File: config.mk
export PLATFORM = sky130hd
export DESIGN_NAME = srpd_queue
export DESIGN_NICKNAME = d
export VERILOG_FILES = /design/src/hw/rtl/srpd_pkg.sv /design/src/hw/rtl/srpd_queue.sv
export SDC_FILE = /design/constraint.sdc
export NUM_CORES = 1
export LEC_CHECK = 0
export BUFFER_PORTS_ARGS = -buffer_cell sky130_fd_sc_hd__buf_2
export CAP_MARGIN = 25
export CORE_UTILIZATION = 49
export CTS_CLUSTER_DIAMETER = 30
export DETAILED_ROUTE_END_ITERATION = 12
export GPL_TIMING_DRIVEN = 0
export PLACE_DENSITY_LB_ADDON = 0.15
export SLEW_MARGIN = 0
export SYNTH_ARGS = -nofsm -noshare
export SYNTH_HDL_FRONTEND = slang
export SYNTH_SLANG_ARGS = --single-unit
File: constraint.sdc
create_clock -name clk -period 7.4 [get_ports clk]
set_clock_uncertainty 0.05 [all_clocks]
set_input_delay 0.74 -clock clk [delete_from_list [all_inputs] [get_ports clk]]
set_output_delay 0.74 -clock clk [all_outputs]
set_load 0.02 [all_outputs]
File: src/hw/rtl/srpd_pkg.sv
// ----------------------------------------------------------------------------
// srpd_pkg
// Shared types and constants for the sparse random projection dot block.
// ----------------------------------------------------------------------------
`default_nettype none

package srpd_pkg;

  localparam int unsigned ACC_W  = 48;
  localparam int unsigned QDEPTH = 8;
  localparam int unsigned QPTR_W = $clog2(QDEPTH);
  localparam int unsigned QCNT_W = $clog2(QDEPTH + 1);

  localparam logic [63:0] PAIR_PRIME = 64'd16777619;

  localparam logic signed [ACC_W-1:0] ACC_MAX = {1'b0, {(ACC_W-1){1'b1}}};
  localparam logic signed [ACC_W-1:0] ACC_MIN = {1'b1, {(ACC_W-1){1'b0}}};

  // configuration register indexes
  typedef enum logic [1:0] {
    REG_WEIGHT_MASK   = 2'd0,
    REG_COLUMN_SELECT = 2'd1,
    REG_HASH_SEED     = 2'd2,
    REG_INDEX_OFFSET  = 2'd3
  } cfg_reg_e;

  typedef struct packed {
    logic        we;
    cfg_reg_e    index;
    logic [63:0] data;
  } cfg_wr_t;

  // signed contribution of one feature, already zeroed or negated
  typedef struct packed {
    logic signed [ACC_W-1:0] value;
    logic                    last;
  } contrib_t;

  typedef struct packed {
    logic     valid;
    contrib_t item;
  } q_push_t;

  typedef struct packed {
    logic     nonempty;
    contrib_t head;
  } q_status_t;

endpackage

`default_nettype wire

File: src/hw/rtl/srpd_queue.sv
// ----------------------------------------------------------------------------
// srpd_queue
// Short FIFO of signed contributions between the front and the accumulator.
// ----------------------------------------------------------------------------
`default_nettype none

module srpd_queue (
  input  wire logic              clk,
  input  wire logic              rst,
  input  wire srpd_pkg::q_push_t push,
  input  wire logic              pop,
  output srpd_pkg::q_status_t    status
);

  srpd_pkg::contrib_t mem [srpd_pkg::QDEPTH];

  logic [srpd_pkg::QPTR_W-1:0] wr_ptr;
  logic [srpd_pkg::QPTR_W-1:0] rd_ptr;
  logic [srpd_pkg::QCNT_W-1:0] count;

  assign status.nonempty = (count != '0);
  assign status.head     = mem[rd_ptr];

  always_ff @(posedge clk) begin
    if (push.valid) begin
      mem[wr_ptr] <= push.item;
    end
  end

  always_ff @(posedge clk) begin
    if (rst) begin
      wr_ptr <= '0;
      rd_ptr <= '0;
      count  <= '0;
    end else begin
      if (push.valid) begin
        wr_ptr <= wr_ptr + 1'b1;
      end
      if (pop) begin
        rd_ptr <= rd_ptr + 1'b1;
      end
      if (push.valid && !pop) begin
        count <= count + 1'b1;
      end else if (!push.valid && pop) begin
        count <= count - 1'b1;
      end
    end
  end

endmodule

`default_nettype wire

Yosys cells after proc, flatten, opt, wreduce, memory -nomap -nowiden
Memories as Yosys holds them, arrays and structs flattened. A register that Yosys moved wholly into a read port is not among the register bits. Cells that the tools add are included.

Register bits after elaboration: 10. Memory bits (writable): 392. Input port bits: 53. Output and inout port bits: 50. Word-level logic and storage cells: 20. Memories kept: 1.

$add $sub $neg: 4. Mux-type cells: 6. Reduce and logical (&&, ||, !) cells: 6.

Memory list: mem (words 8, width 49, rd ports 1, clocked after Yosys merged registers in 1, write ports 1, RTL line srpd_queue.sv:15) `srpd_pkg::contrib_t mem [srpd_pkg::QDEPTH];`.

Operators with widths (count): $mux 4 (2); $add 3x1->3 const B (2); $mux 3 (2); $add 4x1->4 const B (1); $reduce_bool 4->1 (1); $sub 4x1->4 const B (1); $logic_and 1x1->1 (2); $logic_not 1->1 (2); $mux 1 (2); $reduce_bool 2->1 (1).

Logic depth before layout (Yosys ltp)
Depth in word-level cells: 4. Gate-level depth with buffers: 8. Depth with buffers taken out: 8.

Worst setup path after synthesis
Ideal clock, no wire load.

Kind: input to register. Start point: input port push[49] (netlist name). End point: memory mem[0][0] (netlist name) (enable). Arrival time: 4.180 ns. Data required time: 6.834 ns. Path slack: 2.654 ns. Stages: 2. Path through: nand2b_1 > nor3_1.

Cells in the longest elaborated chain, start to end: 2.

RTL lines: start: declaration (RTL line srpd_queue.sv:10) `input wire srpd_pkg::q_push_t push,`; $mux 1 (RTL line srpd_queue.sv:25) `if (push.valid) begin`; $mux 1 (not written as such) (RTL line srpd_queue.sv:26) `mem[wr_ptr] <= push.item;`; end: declaration (RTL line srpd_queue.sv:15).

Every way passes these cells.

==> reports/summary.txt <==
CP Max Fanout -> 10
minimum clock period -> 3360 ps
vias in the first global route -> 7,547
cells on worst reg2reg path -> 4
GP Congestion -> 0.687
WL final -> 30.9 mm
Net Count, Synth -> 693
layout net count -> 891
Max-cap violations -> 0
CP Data Required Time -> 6610 ps
Crit-path slowest cell -> buf_2
slowest stage delay, CP -> 380 ps
Startpoint Class -> register
delay-heaviest family, CP -> buffers and inverters
Hold WC Path Type -> in2reg
fin. max-slew vios -> 0
CTS Root Cell -> clkbuf_16
largest net degree at the start of global routing -> 24
grt total ovfl -> 0
count of final setup violators -> 0
drt via density -> 5.58
hold path startpoint -> push[34]
Most common cell on crit path -> buf_2
Die Ht -> 179 µm
Reg-to-Reg Start -> wr_ptr[0]
outcome -> finished, final reports clean
critical path type -> reg2out
Post-synth EDFFs -> 392
part of the cycle the worst path needs -> 45.4%
Final Worst Setup Slack -> 4040 ps
Final Hold Fails -> 0
WP depth -> 6
reg2reg end -> mem[7][2]
# port buffers -> 102
initial core utilization -> 49.9%
die area -> 32,000 µm²
clock sink count -> 405
HPWL Detailed -> 19.0 mm
CTS max path bufs -> 3
Post-DRT Antenna Nets -> 0
leak pwr -> 0.00640 µW
routed len/inst -> 24.0 µm
Via Count -> 7,172
Seq cells post-synth -> 405
Fmax -> 298 MHz
CTS Hold Buffers Added -> 0
DR iter-0 viols -> 528
postcts setup bufs -> 0
Synth cell types -> 25
initial antenna violation count -> 2
critical path endpoint category -> output port
final core occ -> 62.7%
Area Overhead vs Synth -> 25.6%
ys async rst share -> 0%
most common cell after layout, fill and taps aside -> edfxtp_1
Endpoint, Worst Hold -> mem[4][34]
Yosys warnings -> 0
H-tree levels -> 3
Std-Cell Rows -> 64
Avg Synthesized Cell Area -> 24.2 µm²
worst slew pin tran -> 909 ps
Filler cells -> 2,043
Post-Synthesis Cells -> 634
share of the yosys chip area belonging to registers -> 78.6%
clock latency on the worst-skew pair -> 530 ps
most frequent cells in the layout -> 392 x edfxtp_1, 114 x buf_2, 98 x mux4_2
Area after DPL -> 16,900 µm²
CTS tree -> built
TritonCTS Buffers -> 68
io pins -> 103
layout cells sized above 1 -> 46.6%
synthesized area -> 15,300 µm²
Die X -> 179 µm
Post-Route Setup TNS -> 0 ps
GR Util All Layers -> 20.3%
Pwr Density -> 323 nW/µm²
critical path cell sequence -> buf_2, buf_2, buf_2, mux4_2, mux2_2, buf_2
CTS clk-pin slew, worst paths -> 50 ps
post-place setup slack -> 4540 ps
RSZ-0062 raised after global routing -> no
Synth Flop Type -> edfxtp_1
Remaining DRCs -> 0
Rel. slew slack -> 39.3%
total power -> 6210 µW
flop2flop setup slack -> 5180 ps
Critical Path AT -> 2570 ps
Final Cell Area -> 19,200 µm²
Worst VDD drop -> 188 µV
hold path depth -> 1
core area -> 30,700 µm²
CTS resizes -> 0
first-pass GRT wire length -> 46.2 mm
CP Buf/Inv Count -> 4
DR pass1 iterations -> 6
## registers in the layout, summed over array words and instances (netlist names), named ones only
name    cells
mem       392
count       4
rd_ptr      3
wr_ptr      3
## final cells by class
cell class	count	area (µm²)	area share [%]
flip-flops and latches	405	12000	62.6
multi-input cells	198	3150	16.4
clock inverters	50	551	2.86
plain buffers	29	180	0.937
repair buffers	128	1020	5.32
well taps	396	495	2.58
clock buffers	75	1790	9.32
inverters	2	7.51	0.0390
diodes	2	5.00	0.0260
## per-stage QoR
stage | hold WS, ps | cells
after floorplan | 432 | 634
after global placement | 449 | 1132
final | 413 | 1285
after global routing | 394 | 1283
after detailed placement | 487 | 1158
after CTS | 390 | 1283
## power breakdown
group	internal (µW)	leakage, µW	switching (µW)	total [µW]
clock	2050	0.00113	1060	3110
combinational	223	0.00161	269	492
sequential	2580	0.00367	19.5	2600
## worst max-delay path by stage
stage,start,end,slack (ps)
floorplan,push[49],mem[0][0],2650
global placement,push[49],mem[0][42],-1380
detailed placement,register,status[12],4540
CTS,register,status[9],3970
global route,register,status[22],3940
finish,register,status[40],4040
## cell families (layout without fill, tap and decap cells)
family          count (synthesis)  in the layout  share of synthesized area (%)
flops                         405            405                           78.6
mux                           151            151                           18.3
simple gates                   31             31                          0.874
buf+inv                        31            284                           1.23
fa+ha+maj                       6              6                          0.539
xor+xnor                        6              6                          0.343
compound gates                  4              4                          0.155
other cells                     0              2                              0
## routing by layer
layer | vias up | global-route usage, % | wire length (µm)
met2 | 191 | 33.7 | 15600
met3 | 39 | 5.30 | 1650
met5 | - | 0 | 11
met1 | 3812 | 26.9 | 13200
li1 | 3128 | - | -
met4 | 2 | 4.94 | 368
## synth_stat cells (all sizes together), types with 4 or more instances
master	number	share of area, %
edfxtp	392	77
mux4	98	14
mux2	50	3.7
nor2	19	0.47
buf	17	0.88
dfxtp	13	1.7
clkbuf	12	0.29
ha	5	0.41
nand2	4	0.098
## worst reg2reg max path, delay by kind of cell, from the launching register on
family / cells / cell delay (ps)
buf+inv: 2 / 450
flops: 1 / 480
simple gates: 2 / 930
Note: power is estimated with default switching activity, not from simulation.
