File: src/hw/rtl/srpd_pkg.sv
// ----------------------------------------------------------------------------
// srpd_pkg
// Shared types and constants for the sparse random projection dot block.
// ----------------------------------------------------------------------------
`default_nettype none

package srpd_pkg;

  localparam int unsigned ACC_W  = 48;
  localparam int unsigned QDEPTH = 8;
  localparam int unsigned QPTR_W = $clog2(QDEPTH);
  localparam int unsigned QCNT_W = $clog2(QDEPTH + 1);

  localparam logic [63:0] PAIR_PRIME = 64'd16777619;

  localparam logic signed [ACC_W-1:0] ACC_MAX = {1'b0, {(ACC_W-1){1'b1}}};
  localparam logic signed [ACC_W-1:0] ACC_MIN = {1'b1, {(ACC_W-1){1'b0}}};

  // configuration register indexes
  typedef enum logic [1:0] {
    REG_WEIGHT_MASK   = 2'd0,
    REG_COLUMN_SELECT = 2'd1,
    REG_HASH_SEED     = 2'd2,
    REG_INDEX_OFFSET  = 2'd3
  } cfg_reg_e;

  typedef struct packed {
    logic        we;
    cfg_reg_e    index;
    logic [63:0] data;
  } cfg_wr_t;

  // signed contribution of one feature, already zeroed or negated
  typedef struct packed {
    logic signed [ACC_W-1:0] value;
    logic                    last;
  } contrib_t;

  typedef struct packed {
    logic     valid;
    contrib_t item;
  } q_push_t;

  typedef struct packed {
    logic     nonempty;
    contrib_t head;
  } q_status_t;

endpackage

`default_nettype wire

File: src/hw/rtl/srpd_result_if.sv
// ----------------------------------------------------------------------------
// srpd_result_if
// Result channel: valid/ready handshake with one dot product per transaction.
// ----------------------------------------------------------------------------
`default_nettype none

interface srpd_result_if;
  logic               valid;
  logic               ready;
  logic signed [47:0] dot_sum;
  logic               saturated;

  modport source (output valid, dot_sum, saturated, input ready);
  modport sink (input valid, dot_sum, saturated, output ready);
endinterface

`default_nettype wire

File: src/hw/rtl/srpd_back.sv
// ----------------------------------------------------------------------------
// srpd_back
// Saturating accumulator; emits the sum on the last feature and clears.
// ----------------------------------------------------------------------------
`default_nettype none

module srpd_back (
  input  wire logic                clk,
  input  wire logic                rst,
  input  wire srpd_pkg::q_status_t status,
  output logic                     pop,
  srpd_result_if.source            result
);

  logic signed [srpd_pkg::ACC_W-1:0] acc;
  logic                               sat_seen;
  logic                               out_valid;
  logic signed [srpd_pkg::ACC_W-1:0] out_sum;
  logic                               out_sat;

  logic signed [srpd_pkg::ACC_W:0]   sum;
  logic signed [srpd_pkg::ACC_W-1:0] clipped;
  logic                               clip;

  assign result.valid     = out_valid;
  assign result.dot_sum   = out_sum;
  assign result.saturated = out_sat;

  // a non-last item never needs the output register
  assign pop = status.nonempty &&
               (!status.head.last || !out_valid || result.ready);

  assign sum = {acc[srpd_pkg::ACC_W-1], acc} +
               {status.head.value[srpd_pkg::ACC_W-1], status.head.value};

  always_comb begin
    clip    = sum[srpd_pkg::ACC_W] != sum[srpd_pkg::ACC_W-1];
    clipped = sum[srpd_pkg::ACC_W-1:0];
    if (clip) begin
      clipped = sum[srpd_pkg::ACC_W] ? srpd_pkg::ACC_MIN : srpd_pkg::ACC_MAX;
    end
  end

  always_ff @(posedge clk) begin
    if (rst) begin
      acc       <= '0;
      sat_seen  <= 1'b0;
      out_valid <= 1'b0;
    end else begin
      if (pop && status.head.last) begin
        acc       <= '0;
        sat_seen  <= 1'b0;
        out_valid <= 1'b1;
      end else begin
        if (pop) begin
          acc      <= clipped;
          sat_seen <= sat_seen | clip;
        end
        if (result.ready) begin
          out_valid <= 1'b0;
        end
      end
    end
  end

  always_ff @(posedge clk) begin
    if (pop && status.head.last) begin
      out_sum <= clipped;
      out_sat <= sat_seen | clip;
    end
  end

endmodule

`default_nettype wire

File: src/flat_wrapper.sv
// flat-port wrapper written by rule: the top's interface ports become plain ports
module srpd_back_flat 
  (clk, rst, status, pop, result_valid, result_dot_sum, result_saturated, result_ready);
  srpd_result_if result_i ();
  input  wire logic clk;
  input  wire logic rst;
  input  wire srpd_pkg::q_status_t status;
  output logic pop;
  output wire logic [$bits(result_i.valid)-1:0] result_valid;
  output wire logic [$bits(result_i.dot_sum)-1:0] result_dot_sum;
  output wire logic [$bits(result_i.saturated)-1:0] result_saturated;
  input wire logic [$bits(result_i.ready)-1:0] result_ready;
  assign result_valid = result_i.valid;
  assign result_dot_sum = result_i.dot_sum;
  assign result_saturated = result_i.saturated;
  assign result_i.ready = result_ready;
  srpd_back u_core (.clk(clk), .rst(rst), .status(status), .pop(pop), .result(result_i));
endmodule
File: config.mk
export PLATFORM = sky130hd
export DESIGN_NAME = srpd_back_flat
export DESIGN_NICKNAME = d
export VERILOG_FILES = /design/src/hw/rtl/srpd_pkg.sv /design/src/hw/rtl/srpd_result_if.sv /design/src/hw/rtl/srpd_back.sv /design/src/flat_wrapper.sv
export SDC_FILE = /design/constraint.sdc
export NUM_CORES = 1
export LEC_CHECK = 0
export BUFFER_PORTS_ARGS = -buffer_cell sky130_fd_sc_hd__buf_2
export CAP_MARGIN = 20
export CORE_UTILIZATION = 60
export CTS_CLUSTER_DIAMETER = 120
export DETAILED_ROUTE_END_ITERATION = 10
export GPL_TIMING_DRIVEN = 0
export PLACE_DENSITY = 0.94
export REMOVE_ABC_BUFFERS = 1
export SLEW_MARGIN = 20
export SYNTH_ARGS = -nofsm -noshare
export SYNTH_HDL_FRONTEND = slang
export SYNTH_SLANG_ARGS = --single-unit
File: constraint.sdc
create_clock -name clk -period 6.8 [get_ports clk]
set_input_delay 0.68 -clock clk [delete_from_list [all_inputs] [get_ports clk]]
set_output_delay 0.68 -clock clk [all_outputs]
set_load 0.02 [all_outputs]
# Word-level counts from Yosys, hierarchy flattened
# Cells that the tools add are included.
# Widths: inputs -> output; s select.
# word_totals
register_bits,99
elab_cells,20
# classes
addsub,1
eq_ne,1
n_mux,4
bitwise_logic,1
n_reduce_logical,8
# ops
op,count
$mux 48,2
$add 48x48->49,1
$logic_and 1x1->1,2
$logic_not 1->1,2
$logic_or 1x1->1,2
$mux 1,2
$reduce_bool 2->1,1
$reduce_or 2->1,1
$ne 1x1->1,1
$or 1x1->1,1

# Depth between registers and ports, before layout
# Gate-level depths: netlist (run 1).
# depth
word_depth,6
ltp_mapped,14
ltp_nobuf,12

# Least setup slack after synthesis (run 1)
# No wires, ideal clock.
# synth_timing
path_kind,input to register
from,in status[1] in the netlist's numbering
to,"reg u_core.out_sum, in the netlist u_core.result.dot_sum[46], data pin"
setup_time_ns,0.131
arrival_time_ns,3.270
path_slack_ns,3.399
path_stages,14
path_buffers,2
path_cell_list,ha_1 inv_1 fa_1 nor2b_1 o2111ai_1 a2111oi_2 nor3_1 o211a_4 o21ai_4 a21oi_2 buf_6 buf_6 a2111o_1 nand2_1
# synth_via
elab_chain_cells,3
elab_cells_between_ends,4
classes_between,1 x add/sub; 1 x eq/ne; 2 x mux
# synth_lines
item,line_no,text
from (decl),flat_wrapper.sv:7,input wire srpd_pkg::q_status_t status;
$add 48x48->49 (*),srpd_back.sv:33,"assign sum = {acc[srpd_pkg::ACC_W-1], acc} +"
$mux 48 or $ne 1x1->1 (tied branches),"srpd_back.sv:40, srpd_back.sv:37",
$mux 48 (*),srpd_back.sv:39,if (clip) begin
"net u_core.clipped, one bit",srpd_back.sv:22,logic signed [srpd_pkg::ACC_W-1:0] clipped;
to (signal assigned),srpd_back.sv:68,out_sum <= clipped;
to (decl),srpd_back.sv:18,logic signed [srpd_pkg::ACC_W-1:0] out_sum;
# Mark *: on every way through the listed nets, which the timed path passes. The rest lies on a longest branch.
# A chain may end at the register's enable or synchronous reset.

# Worst setup path after layout (run 1)
# layout_timing
from,in status[1] in the netlist's numbering
to,reg u_core.acc[37] in the netlist's numbering
# layout_via
elab_chain_cells,3
elab_cells_between_ends,4
classes_between,1 x add/sub; 1 x eq/ne; 2 x mux
# layout_lines
item,line_no,text
$add 48x48->49 (*),srpd_back.sv:33,
$mux 48 or $ne 1x1->1 (tied branches),"srpd_back.sv:40, srpd_back.sv:37",
$mux 48 (*),srpd_back.sv:39,
to (signal assigned),srpd_back.sv:56,acc <= clipped;
to (decl),srpd_back.sv:15,logic signed [srpd_pkg::ACC_W-1:0] acc;
# Mark *: on every way between the ends. The rest lies on a longest branch, timed or not.

==> results of run 1 <==
[where the power goes]
group	total [mW]	leakage (nW)	internal, mW	switching (mW)
clock network	0.438	0.113	0.220	0.218
registers	0.749	0.866	0.722	0.0273
logic	0.747	2.13	0.273	0.474
total	1.93	3.11	1.21	0.720
[per-stage QoR]
step           instances  hold WS [ns]
4_1_cts              964        0.4626
2_1_floorplan        702        0.4291
6_report             965        0.4611
3_5_place_dp         948        0.4495
5_1_grt              965        0.4995
3_3_place_gp         945        0.4377
[layout by cell type (no fill, tap or decap), types with 3 or more instances in the layout]
cell type and n:
o21ai_0 78, nand2b_1 4, a221oi_1 4, buf_2 104
dfxtp_1 50, xor2_1 22, nor2b_1 5, and3_1 6
edfxtp_1 49, maj3_1 17, o211ai_1 4, o21bai_1 9
clkbuf_8 10, o21ba_2 10, nor2_2 3, or3_1 3
inv_1 15, o21ai_1 5, o21a_1 10, a22o_1 11
o221ai_1 4, nand2_1 78, a21oi_1 67, ha_1 48
a211oi_1 4, nand4_1 13, a31oi_1 5, nand3_1 11
nor2_1 51, xnor2_1 19, and2_1 6, a21o_1 19
nor3_1 11, or2_0 7
[cell families (layout without fill, tap and decap cells)]
group	Yosys count	count (layout)	share of synthesized area (%)
mux	2	2	0.3007
flops	99	99	37.13
buf+inv	58	138	3.964
fa+ha+maj	66	66	11.88
xor+xnor	41	41	5.393
compound gates	263	263	26.01
simple gates	216	216	15.33
[per-layer routing]
layer | vias to the layer above | global-route usage [%] | wire [um]
li1 | 2900 | - | -
met3 | 37 | 5.266 | 1556
met1 | 2892 | 42.25 | 7680
met4 | 0 | 9.883 | 359
met2 | 324 | 51.57 | 8305
met5 | - | 0 | 0
[worst max-delay path by stage]
stage | end | slack, ns | cells after the start
final | u_core.acc[37] | 2.15 | 14
after global routing | u_core.acc[33] | 1.95 | 14
after CTS | u_core.acc[37] | 1.97 | 13
after detailed placement | u_core.acc[37] | 1.61 | 13
after global placement | u_core.acc[2] | 0.79 | 13
after floorplan | u_core.acc[10] | 2.46 | 12
[synth_stat cells (all sizes together) (4+ instances only)]
| cell | count | area (um2) |
|---|---|---|
| o21ai | 84 | 431.7 |
| nand2 | 78 | 292.8 |
| a21oi | 70 | 369.1 |
| nor2 | 54 | 205.2 |
| dfxtp | 50 | 1001 |
| edfxtp | 49 | 1471 |
| ha | 48 | 600.6 |
| buf | 22 | 127.6 |
| xor2 | 22 | 192.7 |
| clkbuf | 21 | 80.07 |
| a21o | 19 | 142.6 |
| xnor2 | 19 | 166.4 |
| maj3 | 17 | 170.2 |
| inv | 15 | 56.30 |
| nand4 | 13 | 81.33 |
| nand3 | 12 | 60.06 |
| a22o | 11 | 96.34 |
| nor3 | 11 | 55.05 |
| o21ba | 11 | 110.1 |
| or2 | 11 | 68.81 |
| o21a | 10 | 75.07 |
| o21bai | 9 | 67.56 |
| and2 | 7 | 43.79 |
| and3 | 7 | 43.79 |
| a31oi | 5 | 31.28 |
| nor2b | 5 | 31.28 |
| a211oi | 4 | 30.03 |
| a221oi | 4 | 35.03 |
| nand2b | 4 | 25.02 |
| o211ai | 4 | 30.03 |
| o221ai | 4 | 35.03 |
[critical path, cell delays in order]
cell and delay, ns:
buf_2 0.08, ha_1 0.19, inv_1 0.07, fa_1 0.39, nor2b_1 0.20, o2111ai_1 0.26
a2111oi_2 0.36, nor3_1 0.18, o211a_4 0.32, o21ai_4 0.53, buf_16 0.23, and3_1 0.80
nor2_2 0.39, a21oi_1 0.26
[flip-flops by register name, indices dropped and copies added, names as in the netlist]
register	flops
u_core.result.valid	1
u_core.acc	48
u_core.result.dot_sum	48
u_core.result.saturated	1
u_core.sat_seen	1
[final cells by class]
cell class                 count  area [um2]
fill                         878        3392
multi-input combinational    588        3945
clock inverter                 5       83.83
inverter                      15       56.30
sequential                    99        2472
timing repair buffer         107       574.3
tap                          140       175.2
clock buffer                  11       141.4
==> flow_summary.json, run 1 <==
{
  "outcome": "finished clean",
  "dieArea_um2": 11520,
  "drt-vias-per-instance": 6.376,
  "r2r_cells": 13,
  "dp_slack_ns": 1.607,
  "slew_headroom_pct": 26.90,
  "seq_area_frac_synth_pct": 37.13,
  "grt_pass1_vias": 5659,
  "fmax_mhz": 215.0,
  "gr-total-overflow": 0,
  "fin_ws_ns": 2.149,
  "syn_to_final_growth_pct": 11.86,
  "num_vias": 6153,
  "hold_depth": 2,
  "yosysWarnings": 0,
  "clk_latency_ns": 0.39,
  "fin_crit_sh_pct": 68.39,
  "ys_ff_latch": 99,
  "cp-start-kind": "input pin",
  "fp.dieH_um": 107.3,
  "p_leak_nw": 3.113,
  "wl_per_cell_um": 18.55,
  "final.setup_skew_ns": 0.01354,
  "cts-root-buf": "clkbuf_8",
  "cts_setup_buffers": 0,
  "r2r_end": "u_core.acc[37]",
  "wirelength_mm": 17.90,
  "r2r_slack_ns": 2.18,
  "setup_viol_count_final": 0,
  "syn-mean-instance-area_um2": 8.938,
  "synthArstFlopShare_pct": 0,
  "coreArea_um2": 10840,
  "drtAntennaViolNets": 0,
  "placed_cell_area_um2": 7196,
  "track_usage_pct": 31.42,
  "synth_edf_count": 49,
  "path_max_fanout": 20,
  "cts_buffer_depth": 2,
  "hp-start": "u_core.acc[18]",
  "mappedNetlistArea_um2": 6659,
  "cts_buffers": 9,
  "antenna_found_initial": 0,
  "slew_violations": 0,
  "dr.pass1.iters": 7,
  "drive_above_1_share_pct": 18.42,
  "die_w_um": 107.3,
  "finalHoldViolations": 0,
  "critPathLaunch": "status[1]",
  "row_count": 38,
  "path_class": "in -> reg",
  "io_pins": 104,
  "place.gp.congestion": 0.9950,
  "powerDensity_nw_per_um2": 259.7,
  "synth_ff_type": "dfxtp_1",
  "synthCells": 745,
  "postLayoutCoreUtil_pct": 68.71,
  "cp_data_arrival_time_ns": 4.96,
  "cts_hold_buffers": 0,
  "io_buffers": 103,
  "cp_data_required_time_ns": 7.11,
  "worstMarginPinSlew_ns": 1.097,
  "clk_pin_slew_ns": 0.09,
  "cts_resized": 0,
  "clock-sinks": 99,
  "peakVddDrop_uv": 155.9,
  "finalSetupTns_ns": 0,
  "h-tree-depth": 3,
  "grt_pass1_wl_mm": 28.26,
  "fin_crit_ns": 4.651,
  "nets": 922,
  "grt_max_degree": 53,
  "hpwl_mm": 12.77,
  "initial_core_util_pct": 61.43,
  "p_total_mw": 1.935,
  "drt_iter0_markers": 610,
  "yosysUniqueCellTypes": 77,
  "r2r-start": "u_core.acc[0]",
  "crit_path_end_kind": "register",
  "stdcell_area_um2": 7448,
  "rsz0062_at_grt": "no",
  "insertedDiodeCount": 0,
  "drcViolationCount": 0,
  "hold_end": "u_core.acc[18]",
  "drv_cap": 0,
  "cts_tree": "built",
  "hold_class": "reg -> reg"
}
Note: power is estimated with default switching activity, not from simulation.
==> inputs of run 2 (changes only) <==
--- a/config.mk
+++ b/config.mk
@@ -7,11 +7,11 @@
 export LEC_CHECK = 0
 export BUFFER_PORTS_ARGS = -buffer_cell sky130_fd_sc_hd__buf_2
 export CAP_MARGIN = 20
-export CORE_UTILIZATION = 60
+export CORE_UTILIZATION = 52
 export CTS_CLUSTER_DIAMETER = 120
 export DETAILED_ROUTE_END_ITERATION = 10
 export GPL_TIMING_DRIVEN = 0
-export PLACE_DENSITY = 0.94
+export PLACE_DENSITY = 0.87
 export REMOVE_ABC_BUFFERS = 1
 export SLEW_MARGIN = 20
 export SYNTH_ARGS = -nofsm -noshare
==> constraint.sdc (replaced) <==
create_clock -name clk -period 4 [get_ports clk]
set_input_delay 0.4 -clock clk [delete_from_list [all_inputs] [get_ports clk]]
set_output_delay 0.4 -clock clk [all_outputs]
set_load 0.02 [all_outputs]
==> run 2 against run 1 <==
  * Total power up 85%
  * Final cell count up 3.3%
  * Setup slack worse by 1.9 ns
  * Sequential share of layout area down 0.94 points
  * Largest cell class unchanged
  * Global-route usage down 2.9 points
  * Clock skew down 0.0027 ns
  * Combinational power up 74%
  * Via count down 1.6%
==> flow_summary.json, run 2 (synthesis gave the netlist of run 1 again) <==
{
  "slew_headroom_pct": 30.99,
  "slew_violations": 0,
  "crit_path_end_kind": "register",
  "wl_per_cell_um": 18.39,
  "slowest_delay_ns": 0.57,
  "track_usage_pct": 28.48,
  "h-tree-depth": 3,
  "gr-total-overflow": 0,
  "hp-start": "rst",
  "worstMarginPinSlew_ns": 1.034,
  "hold_end": "u_core.acc[47]",
  "drive_above_1_share_pct": 19.18,
  "drt_iter0_markers": 591,
  "clk_latency_ns": 0.36,
  "coreArea_um2": 12260,
  "dieArea_um2": 13260,
  "stdcell_area_um2": 7666,
  "insertedDiodeCount": 0,
  "dp.cells": 976,
  "grt_pass1_wl_mm": 28.81,
  "cp_data_required_time_ns": 4.21,
  "dr.pass1.iters": 5,
  "cp_top_family": "simple AND/OR/NAND/NOR gates",
  "layout.cells.most_common_list": "104 x buf_2, 78 x nand2_1, 78 x o21ai_0, 67 x a21oi_1, 51 x nor2_1",
  "worstPathCellList": "ha_1, nand4_1, or2_1, nor4_2, nand3_1, o221ai_1, o2111ai_2, a21oi_4, nand3b_1, o21ai_0",
  "nets": 926,
  "fillCellCount": 1044,
  "grt_pass1_vias": 5600,
  "cp_num_cells": 10,
  "path_class": "reg -> reg",
  "outcome": "finished clean",
  "powerDensity_nw_per_um2": 466.6,
  "fin_crit_sh_pct": 94.01,
  "hpwl_mm": 12.69,
  "cts-root-buf": "clkbuf_16",
  "die_w_um": 115.2,
  "clk_pin_slew_ns": 0.07,
  "drt-vias-per-instance": 6.074,
  "cp.buffers_inverters": 0,
  "path_max_fanout": 10,
  "drcViolationCount": 0,
  "cts_buffers": 9,
  "postLayoutCoreUtil_pct": 62.52,
  "rsz0062_at_grt": "no",
  "p_leak_nw": 3.178,
  "syn_to_final_growth_pct": 15.13,
  "cp-start-kind": "register",
  "place.gp.congestion": 0.9100,
  "io_pins": 104,
  "row_count": 40,
  "slowest_stage": "nand3b_1",
  "antenna_found_initial": 0,
  "instances_no_fill": 997,
  "final_common_cell": "buf_2",
  "fin_hold_ws_ns": 0.3308,
  "final.setup_skew_ns": 0.01086,
  "fp.dieH_um": 115.2,
  "drtAntennaViolNets": 0,
  "drv_cap": 0,
  "grt_max_degree": 53,
  "fmax_mhz": 265.9,
  "num_vias": 6056,
  "hold_class": "in -> reg",
  "fin_crit_ns": 3.760,
  "peakVddDrop_uv": 355.3,
  "initial_core_util_pct": 54.31,
  "placed_cell_area_um2": 7234,
  "r2r_end": "u_core.acc[16]",
  "finalHoldViolations": 0,
  "cts_buffer_depth": 2,
  "clock-sinks": 99,
  "cp_data_arrival_time_ns": 3.97,
  "wirelength_mm": 18.33,
  "r2r_cells": 10,
  "setup_viol_count_final": 0,
  "r2r-start": "u_core.acc[23]",
  "io_buffers": 103,
  "r2r_slack_ns": 0.24,
  "hold_depth": 2,
  "cts_tree": "built"
}
run 2: changes by cell type in the layout (fill, tap and decap cells not counted), sizes merged:
cell      before  now
o21ai         84   85
clkinv         1    0
clkbuf        11   13
buf          107  109
clkinvlp       0    1
a21oi         70   71
inv           17   15
run 2: cell type report:
| class | count | area (um2) | area share (%) |
|---|---|---|---|
| clock buffers | 13 | 281.5 | 3.672 |
| clock inverters | 3 | 67.56 | 0.8813 |
| inverters | 15 | 56.30 | 0.7345 |
| multi-input cells | 590 | 4005 | 52.24 |
| flip-flops and latches | 99 | 2472 | 32.25 |
| well taps | 168 | 210.2 | 2.742 |
| repair buffers | 109 | 573.1 | 7.475 |
run 2: through the flow:
stage	power (mW)	TNS, ns	setup WS (ns)
2_1_floorplan	2.175	-0.6431	-0.05847
3_3_place_gp	2.495	-84.73	-1.994
3_5_place_dp	2.523	-58.14	-1.078
4_1_cts	3.550	0	0.06211
5_1_grt	3.746	0	0.01149
6_report	3.577	0	0.2395
run 2: worst max-delay path by stage:
stage                         startpoint              to  slack [ns]
after floorplan                status[1]  u_core.acc[10]       -0.06
after global placement         status[1]  u_core.acc[28]       -1.99
after detailed placement       status[1]   u_core.acc[9]       -1.08
after CTS                  u_core.acc[3]  u_core.acc[15]        0.06
after global routing       u_core.acc[0]   u_core.acc[0]        0.01
final                     u_core.acc[23]  u_core.acc[16]        0.24
run 2: power breakdown:
group	switching [mW]	internal (mW)
combinational	0.831	0.466
clock	0.387	0.621
sequential	0.0438	1.23
total	1.26	2.31
run 2: repair_timing:
action                                  4_1_cts  5_1_grt
resized for setup                             4        2
hold buffers                                  0        0
cloned                                        1        1
endpoints found under the setup margin       77       39
pin swaps                                     1        1
buffers inserted                              3        0
run 2: routing by layer:
layer | GRT usage (%) | vias up | share of wire [%]
met5 | 0 | - | 0
met4 | 10.82 | 0 | 3.0
met3 | 6.062 | 42 | 7.8
met2 | 44.34 | 280 | 45
met1 | 38.81 | 2821 | 45
li1 | - | 2913 | -
